`src/assert_macros.svh`:
```
// Assertion macros used by three RTL files of the polygon plane classifier
`ifndef ASSERT_MACROS_SVH
`define ASSERT_MACROS_SVH

// Checked at every rising edge of clk, off while rst is high
`define ASSERT_CLK(label, prop, msg) \
  label: assert property (@(posedge clk) disable iff (rst) (prop)) else $error(msg);

// Checked at every rising edge of clk, including during reset
`define ASSERT_ALWAYS(label, prop, msg) \
  label: assert property (@(posedge clk) (prop)) else $error(msg);

`endif

```
`src/ppc_pkg.sv`:
```
// Package: shared types, widths and codes of the polygon plane classifier
`default_nettype none

package ppc_pkg;

  // Arithmetic widths
  localparam int COORD_W = 32;                 // coordinate bits used, Q16.16
  localparam int NORM_W  = 18;                 // normal component, Q1.16
  localparam int OFF_W   = 32;                 // plane offset, Q16.16
  localparam int EPS_W   = 31;                 // tolerance, unsigned Q15.16
  localparam int FRAC_W  = 16;                 // fraction bits of the normal
  localparam int PROD_W  = COORD_W + NORM_W;   // one coordinate product
  localparam int SUM_W   = PROD_W + 2;         // sum of three products
  localparam int DIST_W  = ((SUM_W - FRAC_W) > OFF_W ? (SUM_W - FRAC_W) : OFF_W) + 1;

  // Front pipeline depth and queue sizing
  localparam int FRONT_STAGES = 3;
  localparam int QDEPTH       = 8;
  localparam int QAW          = $clog2(QDEPTH);
  localparam int INFL_W       = $clog2(FRONT_STAGES + 1);

  // Configuration register indexes
  localparam int REG_AW = 3;
  localparam logic [REG_AW-1:0] REG_NORMAL_X     = 3'd0;
  localparam logic [REG_AW-1:0] REG_NORMAL_Y     = 3'd1;
  localparam logic [REG_AW-1:0] REG_NORMAL_Z     = 3'd2;
  localparam logic [REG_AW-1:0] REG_PLANE_OFFSET = 3'd3;
  localparam logic [REG_AW-1:0] REG_EPSILON      = 3'd4;
  localparam logic [EPS_W-1:0]  EPS_RESET        = 31'd66;

  // Per-vertex side code
  typedef enum logic [1:0] {
    VC_ON     = 2'd0,
    VC_BEHIND = 2'd1,
    VC_FRONT  = 2'd2
  } vclass_t;

  // Polygon class code
  typedef enum logic [1:0] {
    SC_ON     = 2'd0,
    SC_BEHIND = 2'd1,
    SC_FRONT  = 2'd2,
    SC_SPAN   = 2'd3
  } side_class_t;

  // Plane registers seen by the front
  typedef struct packed {
    logic signed [NORM_W-1:0] normal_x;
    logic signed [NORM_W-1:0] normal_y;
    logic signed [NORM_W-1:0] normal_z;
    logic signed [OFF_W-1:0]  plane_offset;
    logic        [EPS_W-1:0]  epsilon;
  } cfg_t;

  // One classified vertex, passed front to back through the queue
  typedef struct packed {
    vclass_t vclass;
    logic    last;
  } vres_t;

endpackage

`default_nettype wire

```
`src/ppc_back.sv`:
```
// Back: sticky side flags and the registered polygon class output
`default_nettype none
`include "assert_macros.svh"

module ppc_back (
  input  wire                   clk,
  input  wire                   rst,
  input  wire                   q_valid,
  input  wire  ppc_pkg::vres_t  q_data,
  output logic                  pop,
  output logic                  out_valid,
  input  wire                   out_ready,
  output ppc_pkg::side_class_t  side_class
);

  logic all_on_plane, all_behind_or_on, all_front_or_on;
  logic on_next, behind_next, front_next;
  logic pop_last;
  ppc_pkg::side_class_t class_next;

  // A non-last vertex always drains; a last one needs the output slot
  assign pop      = q_valid && (!q_data.last || !out_valid || out_ready);
  assign pop_last = pop && q_data.last;

  // Flag update and class selection
  always_comb begin
    on_next     = all_on_plane && (q_data.vclass == ppc_pkg::VC_ON);
    behind_next = all_behind_or_on && (q_data.vclass != ppc_pkg::VC_FRONT);
    front_next  = all_front_or_on && (q_data.vclass != ppc_pkg::VC_BEHIND);
    priority if (on_next) begin
      class_next = ppc_pkg::SC_ON;
    end else if (behind_next) begin
      class_next = ppc_pkg::SC_BEHIND;
    end else if (front_next) begin
      class_next = ppc_pkg::SC_FRONT;
    end else begin
      class_next = ppc_pkg::SC_SPAN;
    end
  end

  // Sticky flags, re-armed after each polygon
  always_ff @(posedge clk) begin
    if (rst) begin
      all_on_plane     <= 1'b1;
      all_behind_or_on <= 1'b1;
      all_front_or_on  <= 1'b1;
    end else if (pop_last) begin
      all_on_plane     <= 1'b1;
      all_behind_or_on <= 1'b1;
      all_front_or_on  <= 1'b1;
    end else if (pop) begin
      all_on_plane     <= on_next;
      all_behind_or_on <= behind_next;
      all_front_or_on  <= front_next;
    end
  end

  // Output register
  always_ff @(posedge clk) begin
    if (rst) begin
      out_valid <= 1'b0;
    end else if (pop_last) begin
      out_valid <= 1'b1;
    end else if (out_ready) begin
      out_valid <= 1'b0;
    end
  end

  always_ff @(posedge clk) begin
    if (pop_last) begin
      side_class <= class_next;
    end
  end

  `ASSERT_CLK(a_result_from_last, $rose(out_valid) |-> $past(pop_last), "result without a last vertex")
  `ASSERT_CLK(a_no_drop, (out_valid && !out_ready) |-> !pop_last, "result overwritten while stalled")

endmodule

`default_nettype wire

```
`config.mk`:
```
export PLATFORM = sky130hd
export DESIGN_NAME = ppc_back
export DESIGN_NICKNAME = d
export VERILOG_FILES = /design/src/ppc_pkg.sv /design/src/ppc_back.sv
export VERILOG_INCLUDE_DIRS = /design/src /design/src/src
export SDC_FILE = /design/constraint.sdc
export NUM_CORES = 1
export LEC_CHECK = 0
export ABC_AREA = 1
export BUFFER_PORTS_ARGS = -buffer_cell sky130_fd_sc_hd__clkbuf_2
export CORE_AREA = 3 3 40 42
export CTS_CLUSTER_DIAMETER = 120
export DETAILED_ROUTE_END_ITERATION = 7
export DIE_AREA = 0 0 43 45
export PLACE_DENSITY = 0.52
export SYNTH_ARGS = -nofsm -noshare
export SYNTH_HDL_FRONTEND = slang
export SYNTH_SLANG_ARGS = --single-unit
```
`constraint.sdc`:
```
create_clock -name clk -period 1.4 [get_ports clk]
set_input_delay 0.07 -clock clk [delete_from_list [all_inputs] [get_ports clk]]
set_output_delay 0.07 -clock clk [all_outputs]
set_load 0.005 [all_outputs]
```
==> results.json <==
{
  "dieArea_mm2": 0.00194,
  "fin_crit_ns": 0.954,
  "cts-root-buf": "clkbuf_4",
  "viasPerCell": 3.86,
  "clk_pin_slew_ns": 0.05,
  "synth_seq_cells": 6,
  "finalSetupTns_ns": 0,
  "reg2reg_to": "side_class[0]",
  "cp_slowest_cell": "dfxtp_1",
  "routed-via-count": 266,
  "rr_worst_depth": 3,
  "grt_max_degree": 6,
  "synth_edf_count": 2,
  "hp-class": "input pin to register",
  "critPathCaptureType": "primary output",
  "fp.coreArea_mm2": 0.00128,
  "async_flop_share": 0,
  "synthTopCellsByArea": "dfxtp_1 (28%), edfxtp_1 (21%), nand2_1 (16%)",
  "p_leak_nw": 0.232,
  "worst_ep_arrival_time_ns": 0.88,
  "gr-total-overflow": 0,
  "critPathLaunch": "out_valid",
  "initial_utilization": 0.220,
  "hold_buffers": 0,
  "synthFlopType": "dfxtp_1",
  "placed_area_um2": 352,
  "crit_fanout": 4,
  "max_stage_delay_ns": 0.33,
  "setup.worst_path.end": "pop",
  "post-cts-setup-buffer-count": 0,
  "ys_types": 9,
  "critPathLaunchType": "register",
  "cp_top_family": "flip-flops",
  "r2r_start": "out_valid",
  "crit_chain": "a31oi_1, clkbuf_2",
  "cp.required_ns": 1.33,
  "tritoncts": "yes",
  "synth_top_area_cell": "dfxtp_1",
  "clock_latency_ns": 0.25,
  "cp_num_cells": 2,
  "p_per_area_mw_per_mm2": 1110,
  "finalMaxSlewViolations": 0,
  "ff2ff_setup_slack_ns": 0.49,
  "slew_headroom": 0.844,
  "die_x_um": 43,
  "crit_type": "register to primary output",
  "drc": 0,
  "switchingPower_mw": 0.0963,
  "cp.buffers_inverters": 1,
  "avgSynthCellArea_um2": 7.07,
  "io_pins": 11,
  "p_int_mw": 0.322,
  "clock_sinks": 6,
  "synthCells": 40,
  "rsz0062_at_grt": "false",
  "layout.nets": 62,
  "setup_viol": 0,
  "status": "complete, no violations",
  "fmax_mhz": 1050,
  "cap_viol_max_count": 0,
  "drt_wl_total_um": 528,
  "grt_pass1_wl_um": 834,
  "timing.final.crit_share": 0.681,
  "seq_power_share": 0.467,
  "max-vdd-ir-drop_uv": 305,
  "die_h_um": 45,
  "syn-num-nets": 47,
  "synth.top_cell.area_share": 0.283,
  "p_sw_frac": 0.230,
  "h-tree-depth": 1,
  "n_antenna_cell": 0,
  "fp-row-count": 13,
  "ant_nets": 0,
  "gp_congestion": 0.595,
  "drive_above_1_share": 0.241,
  "final-hold-violation-count": 0,
  "syn-cell-area_um2": 283,
  "clk_path_buf_depth": 2,
  "portBuffers": 10,
  "wl_per_cell_um": 7.65,
  "grt_usage": 0.0634,
  "cts_buffers": 3,
  "yosysSeqAreaShare": 0.496,
  "yosys-top-cells-count": "nand2_1 (12), inv_1 (10), nand3_1 (6)",
  "p_comb_frac": 0.123,
  "drt_iter0_markers": 1,
  "cts_resized": 0,
  "tightest_slew_ns": 0.231,
  "yosys_warnings": 0,
  "dr.pass1.iters": 4,
  "antenna_found_initial": 0,
  "yosysMostFrequentCell": "nand2_1",
  "fin_area_um2": 378,
  "place_hpwl_um": 455,
  "grt_pass1_vias": 240,
  "fin_worst_skew_ns": 0.00825,
  "p_clk_frac": 0.410,
  "syn_to_final_growth_pct": 33.6
}
cells in the final DEF (no fill, tap or decap):
master	instances
nor2_1	3
clkbuf_4	3
nand2_1	12
a21boi_1	1
nand3_1	6
inv_1	10
dfxtp_1	4
o21ai_0	1
clkbuf_1	1
edfxtp_1	2
clkbuf_2	10
a31oi_1	1
flip-flops by register name, summed over array words and instances (netlist names):
register	count
all_front_or_on	1
out_valid	1
all_behind_or_on	1
all_on_plane	1
side_class	2
cell families (layout without fill, tap and decap cells):
family,after synthesis,count (layout),share of synthesized area
compound gates,3,3,0.0664
simple gates,21,21,0.305
buf+inv,10,24,0.133
flops,6,6,0.496
worst min-delay path, stage by stage:
cell,delay [ns]
clkbuf_2,0.07
inv_1,0.04
nand2_1,0.06
inv_1,0.03
power groups by stage:
| stage | Combinational, mW | Sequential (mW) | Clock (mW) |
|---|---|---|---|
| floorplan | 0.0291 | 0.199 | 0 |
| global placement | 0.0515 | 0.198 | 0 |
| detailed placement | 0.0522 | 0.199 | 0 |
| CTS | 0.0524 | 0.195 | 0.179 |
| global route | 0.0591 | 0.196 | 0.188 |
| finish | 0.0514 | 0.195 | 0.171 |
how the worst min path moves through the flow:
stage | start | to | slack (ns) | cells after the start
floorplan | q_valid | pop | 0.21 | 2
finish | rst | out_valid | 0.06 | 4
detailed placement | rst | out_valid | 0.32 | 4
global route | rst | out_valid | 0.08 | 4
global placement | rst | out_valid | 0.32 | 4
CTS | rst | out_valid | 0.06 | 4
area by class of cell:
cell class	instances	area, um2
Tap cell	15	18.8
Clock buffer	4	26.3
Timing Repair Buffer	10	50.0
Sequential cell	6	140
Inverter	10	37.5
Multi-Input combinational cell	24	105
Fill cell	149	907
per-layer routing:
metal / track usage / wire [um]
met3: 0.0239 / 25
met4: 0.0723 / 15
met1: 0.0533 / 210
met5: 0 / 0
met2: 0.108 / 276
through the flow:
step            util  cells  power (mW)  setup slack [ns]  hold WS [ns]
4_1_cts        0.294     69       0.427             0.435        0.0569
3_5_place_dp   0.274     65       0.251             0.497         0.322
5_1_grt        0.294     69       0.443             0.404        0.0808
6_report       0.294     69       0.418             0.446        0.0597
2_1_floorplan      -     40       0.228             0.530         0.207
3_3_place_gp   0.274     65       0.250             0.522         0.325
Note: power is estimated with default switching activity, not from simulation.
