File: src/assert_macros.svh
// Assertion macros used by three RTL files of the polygon plane classifier
`ifndef ASSERT_MACROS_SVH
`define ASSERT_MACROS_SVH

// Checked at every rising edge of clk, off while rst is high
`define ASSERT_CLK(label, prop, msg) \
  label: assert property (@(posedge clk) disable iff (rst) (prop)) else $error(msg);

// Checked at every rising edge of clk, including during reset
`define ASSERT_ALWAYS(label, prop, msg) \
  label: assert property (@(posedge clk) (prop)) else $error(msg);

`endif

File: src/ppc_pkg.sv
// Package: shared types, widths and codes of the polygon plane classifier
`default_nettype none

package ppc_pkg;

  // Arithmetic widths
  localparam int COORD_W = 32;                 // coordinate bits used, Q16.16
  localparam int NORM_W  = 18;                 // normal component, Q1.16
  localparam int OFF_W   = 32;                 // plane offset, Q16.16
  localparam int EPS_W   = 31;                 // tolerance, unsigned Q15.16
  localparam int FRAC_W  = 16;                 // fraction bits of the normal
  localparam int PROD_W  = COORD_W + NORM_W;   // one coordinate product
  localparam int SUM_W   = PROD_W + 2;         // sum of three products
  localparam int DIST_W  = ((SUM_W - FRAC_W) > OFF_W ? (SUM_W - FRAC_W) : OFF_W) + 1;

  // Front pipeline depth and queue sizing
  localparam int FRONT_STAGES = 3;
  localparam int QDEPTH       = 8;
  localparam int QAW          = $clog2(QDEPTH);
  localparam int INFL_W       = $clog2(FRONT_STAGES + 1);

  // Configuration register indexes
  localparam int REG_AW = 3;
  localparam logic [REG_AW-1:0] REG_NORMAL_X     = 3'd0;
  localparam logic [REG_AW-1:0] REG_NORMAL_Y     = 3'd1;
  localparam logic [REG_AW-1:0] REG_NORMAL_Z     = 3'd2;
  localparam logic [REG_AW-1:0] REG_PLANE_OFFSET = 3'd3;
  localparam logic [REG_AW-1:0] REG_EPSILON      = 3'd4;
  localparam logic [EPS_W-1:0]  EPS_RESET        = 31'd66;

  // Per-vertex side code
  typedef enum logic [1:0] {
    VC_ON     = 2'd0,
    VC_BEHIND = 2'd1,
    VC_FRONT  = 2'd2
  } vclass_t;

  // Polygon class code
  typedef enum logic [1:0] {
    SC_ON     = 2'd0,
    SC_BEHIND = 2'd1,
    SC_FRONT  = 2'd2,
    SC_SPAN   = 2'd3
  } side_class_t;

  // Plane registers seen by the front
  typedef struct packed {
    logic signed [NORM_W-1:0] normal_x;
    logic signed [NORM_W-1:0] normal_y;
    logic signed [NORM_W-1:0] normal_z;
    logic signed [OFF_W-1:0]  plane_offset;
    logic        [EPS_W-1:0]  epsilon;
  } cfg_t;

  // One classified vertex, passed front to back through the queue
  typedef struct packed {
    vclass_t vclass;
    logic    last;
  } vres_t;

endpackage

`default_nettype wire

File: src/ppc_queue.sv
// Queue: small first-word-fall-through buffer of classified vertices
`default_nettype none
`include "assert_macros.svh"

module ppc_queue (
  input  wire                          clk,
  input  wire                          rst,
  input  wire                          push,
  input  wire  ppc_pkg::vres_t         push_data,
  input  wire                          pop,
  output logic                         q_valid,
  output ppc_pkg::vres_t               q_data,
  output logic [ppc_pkg::QAW:0]        count
);

  ppc_pkg::vres_t            q_mem [ppc_pkg::QDEPTH];
  logic [ppc_pkg::QAW-1:0]   wr_ptr, rd_ptr;
  logic                      full;

  // Storage
  always_ff @(posedge clk) begin
    if (push) begin
      q_mem[wr_ptr] <= push_data;
    end
  end

  // Pointers and fill count
  always_ff @(posedge clk) begin
    if (rst) begin
      wr_ptr <= '0;
      rd_ptr <= '0;
      count  <= '0;
    end else begin
      if (push) begin
        wr_ptr <= wr_ptr + 1'b1;
      end
      if (pop) begin
        rd_ptr <= rd_ptr + 1'b1;
      end
      count <= count + (ppc_pkg::QAW + 1)'(push) - (ppc_pkg::QAW + 1)'(pop);
    end
  end

  assign q_valid = (count != '0);
  assign q_data  = q_mem[rd_ptr];
  assign full    = (count == (ppc_pkg::QAW + 1)'(ppc_pkg::QDEPTH));

  `ASSERT_CLK(a_no_overflow, push |-> (!full || pop), "queue push while full")
  `ASSERT_CLK(a_no_underflow, pop |-> q_valid, "queue pop while empty")

endmodule

`default_nettype wire

File: config.mk
export PLATFORM = sky130hd
export DESIGN_NAME = ppc_queue
export DESIGN_NICKNAME = d
export VERILOG_FILES = /design/src/ppc_pkg.sv /design/src/ppc_queue.sv
export VERILOG_INCLUDE_DIRS = /design/src /design/src/src
export SDC_FILE = /design/constraint.sdc
export NUM_CORES = 1
export LEC_CHECK = 0
export BUFFER_PORTS_ARGS = -buffer_cell sky130_fd_sc_hd__clkbuf_2
export CAP_MARGIN = 30
export CORE_MARGIN = 2
export CORE_UTILIZATION = 57
export CTS_BUF_LIST = sky130_fd_sc_hd__clkbuf_8 sky130_fd_sc_hd__clkbuf_16
export CTS_CLUSTER_SIZE = 24
export DETAILED_ROUTE_END_ITERATION = 16
export PLACE_DENSITY = 0.77
export SYNTH_ARGS = -nofsm -noshare
export SYNTH_HDL_FRONTEND = slang
export SYNTH_SLANG_ARGS = --single-unit
File: constraint.sdc
create_clock -name clk -period 2.05 [get_ports clk]
set_input_delay 0.1025 -clock clk [delete_from_list [all_inputs] [get_ports clk]]
set_output_delay 0.1025 -clock clk [all_outputs]
set_load 0.05 [all_outputs]
==> run_results.csv, run 1 <==
group,metric,value,unit
status,status,"complete, no violations",
critical_path,critPathMaxFanout,6,
route,drt_first_pass_iters,4,
timing,grt_setup_unrepaired,"false",
logic_synthesis,syn_area,1530,µm²
timing,setup_tns,0,ns
critical_path,cpMaxStageDelayCell,"mux4_1",
global_routing,grtUsageTotal,16.4,%
route,avgRoutedWirePerCell,15.0,µm
clock_network,path_clk_slew,0.07,ns
finish,n_antenna_cell,0,
timing,tightest_slew,0.520,ns
critical_path,critPathRequiredTime,1.95,ns
power,leakage,0.000659,µW
finish,area_growth,11.5,%
finish,finalInstanceArea,1710,µm²
die,core,2500,µm²
placed_design,portBuffers,14,
route,drt-initial-drc-count,16,
logic_synthesis,yosys.area_share.adder,7.03,%
logic_synthesis,yosysSeqAreaShare,64.1,%
logic_synthesis,synth-xor-area-share,2.86,%
clock_network,insertion_delay,0.27,ns
finish,layout-drive-gt1-share,21.3,%
clock_network,clockRootBuffer,"clkbuf_8",
global_routing,grt_max_degree,13,
placed_design,placed_cell_area,1620,µm²
logic_synthesis,synth_compound_area_share,1.23,%
timing,setup_violations,0,
critical_path,critical-path-top-delay-family,"multiplexers",
placed_design,numPlacedInstances,144,
logic_synthesis,synthCells,102,
critical_path,cpPeakStageDelay,0.59,ns
critical_path,cp-start-kind,"register",
logic_synthesis,synth_top_family_by_area,"multiplexers",
critical_path,path_cells,"mux4_1 > mux2_2 > clkbuf_2",
route,vias,825,
worst_hold_path,hold_path_class,"in -> reg",
timing,fin_ws,0.140,ns
route,via_per_inst,5.43,
logic_synthesis,yosysWarnings,0,
clock_network,cts_sinks,37,
die,initial_core_util,61.2,%
timing,timing.hold.ws,0.124,ns
critical_path,critPathArrivalTime,1.81,ns
clock_network,cts.path.max_buffers,2,
placed_design,place_ws,0.322,ns
timing,finalClockSkew,0.00424,ns
logic_synthesis,synthMuxAreaShare,13.8,%
power,ir_worst_vdd,916,µV
critical_path,rrSetupSlack,0.42,ns
critical_path,path_class,"reg -> out",
timing,finalHoldViolations,0,
logic_synthesis,synth-simple-area-share,8.26,%
power,power.density,1060,nW/µm²
timing,post-route-period-util,93.2,%
die,num_rows,18,
timing,fin_crit,1.91,ns
route,wl,2270,µm
logic_synthesis,synth-seq-cells,37,
route,drc,0,
die,io_pins,15,
global_routing,grt_first_pass_wirelength,3750,µm
timing,fmax,524,MHz
run,cap_violations,0,
critical_path,critical_path_buf_inv_count,1,
logic_synthesis,ys_types,20,
die,fp.dieH,55.8,µm
finish,finalNonFillerCells,152,
die,die_area,3120,µm²
logic_synthesis,synthesis.nets,117,
clock_network,numCtsBuffers,5,
logic_synthesis,syn_area_per_cell,15.0,µm²
placed_design,place_hpwl,1740,µm
critical_path,crit_path_end_kind,"output port",
finish,layout.nets,136,
clock_network,htree_levels,2,
clock_network,cts_hold_buf,0,
placed_design,place.gp.congestion,0.687,
timing,timing.slew.headroom,65.1,%
global_routing,antenna_found_initial,0,
timing,final_max_slew_viol_count,0,
route,ant_nets,0,
global_routing,grt_overflow,0,
die,die_x,55.8,µm
clock_network,cts_tree,"done",
global_routing,grt_pass1_vias,811,
==> metrics by stage <==
step / utilization [%] / power (µW)
global placement: 64.9 / 1350
CTS: 68.2 / 1830
floorplan: - / 1270
detailed placement: 64.9 / 1370
finish: 68.3 / 1810
global route: 68.3 / 1910
==> per-layer routing <==
| metal | share of wire [%] | up-vias | track usage, % |
|---|---|---|---|
| li1 | - | 405 | - |
| met5 | 0 | - | 0 |
| met4 | 0.48 | 0 | 6.12 |
| met3 | 3.5 | 2 | 5.81 |
| met1 | 44 | 400 | 20.0 |
| met2 | 52 | 18 | 27.0 |
==> cell families (layout without fill, tap and decap cells) <==
logic type | Yosys count | after routing
xor gates and xnor gates | 5 | 5
AOI/OAI and AO/OA | 3 | 3
muxes | 11 | 11
adders and majority gates | 8 | 8
buffers and inverters | 9 | 29
and+or+nand+nor | 29 | 29
DFF | 37 | 37
==> final timing paths <==
check	start	end	depth (start not counted)
setup / recovery	register	q_data[2]	3
hold / removal	push_data[2]	q_mem[4][2]	1
setup reg to reg	count[0]	count[2]	8
hold reg to reg	rd_ptr[1]	register	2
==> final cells by class <==
cell class,count,area (µm²)
Fill cell,174,793
Clock buffer,5,68.8
Clock inverter,3,13.8
Tap cell,30,37.5
Inverter,7,26.3
Sequential cell,37,982
Multi-Input combinational cell,56,508
Timing Repair Buffer,14,70.1
==> registers in the layout, indices dropped and copies added (netlist names), named ones only <==
signal and count:
q_mem 24, rd_ptr 3, wr_ptr 3, count 4
==> cells in the mapped netlist, drive strengths merged <==
cell / instances / area (µm²)
nand2b: 4 / 25.0
mux2i: 2 / 20.0
nor2: 16 / 60.1
edfxtp: 24 / 721
a31o: 1 / 8.76
xor2: 3 / 26.3
xnor2: 2 / 17.5
inv: 7 / 26.3
nand2: 4 / 15.0
mux2: 3 / 33.8
nand3: 2 / 10.0
dfxtp: 13 / 260
clkbuf: 1 / 3.75
ha: 7 / 87.6
mux4: 6 / 158
a21oi: 2 / 10.0
nor2b: 1 / 6.26
fa: 1 / 20.0
buf: 1 / 11.3
nor3: 2 / 10.0
==> worst reg2reg max path, cell delays in order (launching register included) <==
cell and delay (ns):
dfxtp_1 0.33, inv_1 0.06, ha_1 0.26, inv_1 0.05, ha_1 0.17, inv_1 0.06
fa_1 0.38, xor2_1 0.16, nor2_1 0.05
==> placed cells by master, fill, tap and decap left out, types with 4 or more instances in the layout <==
master and count:
clkbuf_8 5, inv_1 8, nor2_1 16, clkbuf_2 14, edfxtp_1 24, nand2b_1 4, nand2_1 4, dfxtp_1 12
ha_1 7, mux4_1 6
==> power breakdown <==
group	total [µW]	internal, µW	leakage (µW)	switching, µW
Clock	462	230	0.0000491	232
Combinational	465	154	0.000285	311
Sequential	884	846	0.000326	37.5
Total	1810	1230	0.000659	581
==> timing repair <==
item | CTS | global route
gates resized for setup | 0 | 1
setup endpoints to repair | 0 | 3
setup buffers | 0 | 0
Power figures use the tool's default switching activity.
==> run 2, diff against run 1 <==
Settings changed: CORE_ASPECT_RATIO from default to 0.5.
==> run_results.csv, run 2 (synthesis results as in run 1) <==
group,metric,value,unit
clock_network,cts_tree,"done",
finish,layout_top_registers,"q_mem: 24 flops, count: 4 flops",
clock_network,clockRootBuffer,"clkbuf_8",
worst_hold_path,hp-start,"push_data[0]",
global_routing,grt_util_met3,7.49,%
route,avgRoutedWirePerCell,14.0,µm
power,ir_worst_vdd,846,µV
placed_design,numPlacedInstances,151,
finish,largest_reg_flops,24,
route,via_per_inst,5.14,
timing,timing.slew.headroom,66.0,%
timing,grt_setup_unrepaired,"false",
clock_network,cts.path.max_buffers,2,
route,drt-initial-drc-count,55,
timing,fin_ws,0.148,ns
timing,final_max_slew_viol_count,0,
clock_network,path_clk_slew,0.07,ns
worst_hold_path,hold_path_class,"in -> reg",
global_routing,grt_pass1_vias,714,
power,leakage,0.000653,µW
timing,fmax,526,MHz
critical_path,rrSetupSlack,0.47,ns
worst_hold_path,hold_end,"q_mem[6][0]",
route,drt_first_pass_iters,4,
global_routing,globalRouteMet1Util,19.2,%
placed_design,place_hpwl,1600,µm
critical_path,cpMaxStageDelayCell,"mux4_1",
status,status,"complete, no violations",
finish,finalNonFillerCells,159,
critical_path,path_cells,"mux4_1 > mux2_2 > clkbuf_2",
run,cap_violations,0,
critical_path,reg2reg_depth,8,
placed_design,place.gp.congestion,0.759,
finish,layout.nets,136,
timing,tightest_slew,0.505,ns
global_routing,grt_max_degree,13,
global_routing,gr-max-usage-layer,"met2",
finish,n_antenna_cell,0,
finish,final_common_cell,"edfxtp_1",
timing,setup_violations,0,
die,core,2570,µm²
die,die_x,77.3,µm
critical_path,cp-start-kind,"register",
global_routing,antenna_found_initial,0,
global_routing,grt_overflow,0,
power,power.density,1060,nW/µm²
die,initial_core_util,59.5,%
timing,post-route-period-util,92.8,%
placed_design,place_ws,0.342,ns
timing,setup_tns,0,ns
critical_path,critical-path-top-delay-family,"multiplexers",
worst_hold_path,hold_depth,1,
global_routing,use_met2,25.9,%
die,num_rows,13,
clock_network,cts_sinks,37,
critical_path,critPathRequiredTime,1.95,ns
clock_network,numCtsBuffers,5,
die,io_pins,15,
global_routing,grt_first_pass_wirelength,3310,µm
clock_network,htree_levels,2,
die,fp.dieH,40.6,µm
clock_network,cts_setup_buffers,0,
route,ant_nets,0,
finish,layout-drive-gt1-share,20.5,%
critical_path,path_class,"reg -> out",
timing,fin_crit,1.90,ns
finish,max_flop_register,"q_mem",
critical_path,crit_path_end_kind,"output port",
finish,area_growth,12.2,%
timing,finalClockSkew,0.00742,ns
route,drc,0,
clock_network,insertion_delay,0.28,ns
critical_path,r2r-end,"count[2]",
die,die_area,3140,µm²
global_routing,grtUsageTotal,15.7,%
placed_design,portBuffers,14,
finish,most-common-layout-cells,"edfxtp_1, nor2_1, clkbuf_2, dfxtp_1, inv_1",
timing,finalHoldViolations,0,
route,vias,818,
critical_path,critPathMaxFanout,6,
critical_path,cpPeakStageDelay,0.59,ns
critical_path,critPathArrivalTime,1.80,ns
critical_path,timing.rr.start,"count[0]",
route,wl,2230,µm
critical_path,critical_path_buf_inv_count,1,
## run 2: cell types whose count changed in the layout (fill, tap and decap cells not counted), sizes merged
cell	previous run	this run
clkinvlp	0	1
clkinv	2	1
## run 2: worst max-delay path by stage
stage	end	cells after the start	from
3_3_place_gp	q_data[0]	3	register
3_5_place_dp	q_data[0]	3	register
4_1_cts	q_data[0]	3	register
2_1_floorplan	count[2]	8	count[0]
6_report	q_data[0]	3	register
5_1_grt	q_data[0]	3	register
## run 2: area by class of cell
| cell class | count | area, µm² |
|---|---|---|
| Tap cell | 37 | 46.3 |
| Timing Repair Buffer | 14 | 70.1 |
| Fill cell | 200 | 853 |
| Inverter | 7 | 26.3 |
| Clock inverter | 3 | 15.0 |
| Multi-Input combinational cell | 56 | 508 |
| Sequential cell | 37 | 982 |
| Clock buffer | 5 | 68.8 |
## run 2: power by group
group	internal, µW	switching [µW]
combinational	153	307
sequential	846	37.8
clock	230	243
total	1230	588
## run 2: routing by layer
metal / vias up / share of wire (%)
met1: 386 / 49
met5: - / 0
met4: 0 / 0.36
met3: 2 / 5.9
met2: 23 / 45
li1: 407 / -
## run 2: repair_timing
item | 4_1_cts | 5_1_grt
setup endpoints to repair | 0 | 3
resized for setup | 0 | 1
hold buffers | 0 | 0
## run 2: through the flow
stage	instance area [µm²]	power [µW]	utilization (%)	hold slack [ns]
2_1_floorplan	1530	1270	-	0.201
3_3_place_gp	1630	1360	63.5	0.407
3_5_place_dp	1630	1360	63.5	0.400
4_1_cts	1720	1830	66.7	0.101
5_1_grt	1720	1910	66.8	0.109
6_report	1720	1820	66.8	0.113
==> run 3, diff against run 2 <==
Settings changed: REMOVE_ABC_BUFFERS from default to 1.
==> run_results.csv, run 3 (synthesis results as in run 1) <==
group,metric,value,unit
timing,fmax,532,MHz
critical_path,cpPeakStageDelay,0.57,ns
route,via_per_inst,5.25,
timing,post-route-period-util,91.7,%
critical_path,cpMaxStageDelayCell,"mux4_1",
route,ant_nets,0,
die,initial_core_util,59.5,%
finish,final_common_cell,"edfxtp_1",
die,fp.dieH,40.6,µm
worst_hold_path,hold_end,"q_mem[0][1]",
power,intPower,1400,µW
critical_path,path_class,"reg -> out",
global_routing,grt_pass1_vias,807,
power,finalPower,2000,µW
status,status,"complete, no violations",
timing,finalClockSkew,0.00143,ns
finish,largest_reg_flops,24,
critical_path,critical-path-top-delay-family,"multiplexers",
route,avgRoutedWirePerCell,14.8,µm
die,core,2570,µm²
power,ir_worst_vdd,978,µV
finish,n_antenna_cell,0,
timing,grt_setup_unrepaired,"false",
placed_design,place_ws,0.371,ns
critical_path,critPathMaxFanout,6,
route,drt_first_pass_iters,4,
finish,most-common-layout-cells,"edfxtp_1, nor2_1, clkbuf_2, dfxtp_1",
die,io_pins,15,
power,pwr-share-seq,44.4,%
clock_network,clockRootBuffer,"clkbuf_8",
critical_path,timing.rr.start,"count[0]",
global_routing,grt_first_pass_wirelength,3880,µm
critical_path,critPathRequiredTime,1.95,ns
critical_path,crit_path_end_kind,"output port",
timing,finalHoldViolations,0,
route,wl,2350,µm
run,cap_violations,0,
route,vias,834,
route,drt-initial-drc-count,21,
timing,tightest_slew,0.516,ns
critical_path,cp_num_cells,3,
placed_design,numPlacedInstances,151,
critical_path,rrSetupSlack,0.45,ns
route,drc,0,
global_routing,grt_max_degree,13,
clock_network,numCtsBuffers,5,
die,die_area,3140,µm²
clock_network,cts_tree,"done",
critical_path,reg2reg_depth,8,
die,num_rows,13,
power,comb_power_share,23.4,%
die,die_x,77.3,µm
critical_path,path_cells,"mux4_1 > mux2_2 > clkbuf_2",
worst_hold_path,hp-start,"push_data[1]",
power,leakage,0.000668,µW
critical_path,critPathArrivalTime,1.78,ns
clock_network,cts_sinks,37,
finish,fillerInstances,186,
timing,timing.slew.headroom,65.3,%
global_routing,grt_overflow,0,
critical_path,cp-start-kind,"register",
timing,final_max_slew_viol_count,0,
worst_hold_path,hold_depth,1,
finish,layout.nets,136,
power,sw_frac_of_total,30.1,%
placed_design,portBuffers,14,
finish,max_flop_register,"q_mem",
finish,layout_top_registers,"q_mem: 24 flops, count: 4 flops",
clock_network,cts_hold_buf,0,
power,switchingPower,600,µW
placed_design,place_hpwl,1760,µm
critical_path,r2r-end,"count[2]",
power,power.density,1140,nW/µm²
worst_hold_path,hold_path_class,"in -> reg",
power,pwr-share-clk,32.2,%
placed_design,place.gp.congestion,0.732,
global_routing,grtUsageTotal,18.3,%
critical_path,critical_path_buf_inv_count,1,
clock_network,path_clk_slew,0.07,ns
clock_network,htree_levels,2,
timing,fin_crit,1.88,ns
finish,layout-drive-gt1-share,22.1,%
timing,fin_ws,0.171,ns
timing,setup_tns,0,ns
finish,area_growth,14.6,%
finish,finalNonFillerCells,159,
clock_network,cts.path.max_buffers,2,
timing,setup_violations,0,
global_routing,antenna_found_initial,0,
clock_network,insertion_delay,0.28,ns
## run 3: cell count changes in the layout (fill, tap and decap cells not counted), sizes merged
cell / change
bufinv: +1
clkbuf: +1
clkinv: -1
inv: -1
## run 3: what timing repair did
item | 4_1_cts | 5_1_grt
setup buffers | 0 | 0
hold endpoints to repair | 0 | 0
endpoints found under the setup margin | 0 | 2
gates resized for setup | 0 | 1
## run 3: how the worst max path moves through the flow
stage / to / slack (ns)
2_1_floorplan: count[2] / 0.17
3_5_place_dp: q_data[0] / 0.37
3_3_place_gp: q_data[0] / 0.40
6_report: q_data[2] / 0.17
4_1_cts: q_data[2] / 0.06
5_1_grt: q_data[2] / 0.1
## run 3: power by group through the flow
stage | combinational, µW | clock [µW] | sequential [µW]
2_1_floorplan | 277 | 0 | 986
5_1_grt | 512 | 682 | 893
4_1_cts | 473 | 651 | 887
6_report | 468 | 643 | 886
3_5_place_dp | 469 | 0 | 903
3_3_place_gp | 457 | 0 | 900
## run 3: cell type report
type	instances	area, µm²	share of cell area, %
Sequential cell	37	982	56.0
Clock buffer	6	82.6	4.71
Multi-Input combinational cell	56	508	29.0
Timing Repair Buffer	14	70.1	4.00
Inverter	7	26.3	1.50
Clock inverter	2	37.5	2.14
Tap cell	37	46.3	2.64
## run 3: per-stage QoR
| step | hold WS (ns) | cell area, µm² | utilization [%] |
|---|---|---|---|
| 6_report | 0.121 | 1750 | 68.2 |
| 2_1_floorplan | 0.169 | 1520 | - |
| 3_5_place_dp | 0.398 | 1630 | 63.5 |
| 4_1_cts | 0.106 | 1750 | 68.2 |
| 5_1_grt | 0.114 | 1750 | 68.2 |
| 3_3_place_gp | 0.395 | 1630 | 63.5 |
## run 3: per-layer routing
layer | global-route usage (%) | vias up | share of wire [%]
li1 | - | 403 | -
met1 | 22.6 | 404 | 50
met2 | 31.3 | 22 | 44
met3 | 5.51 | 5 | 4.8
met4 | 9.38 | 0 | 1.1
met5 | 0 | - | 0
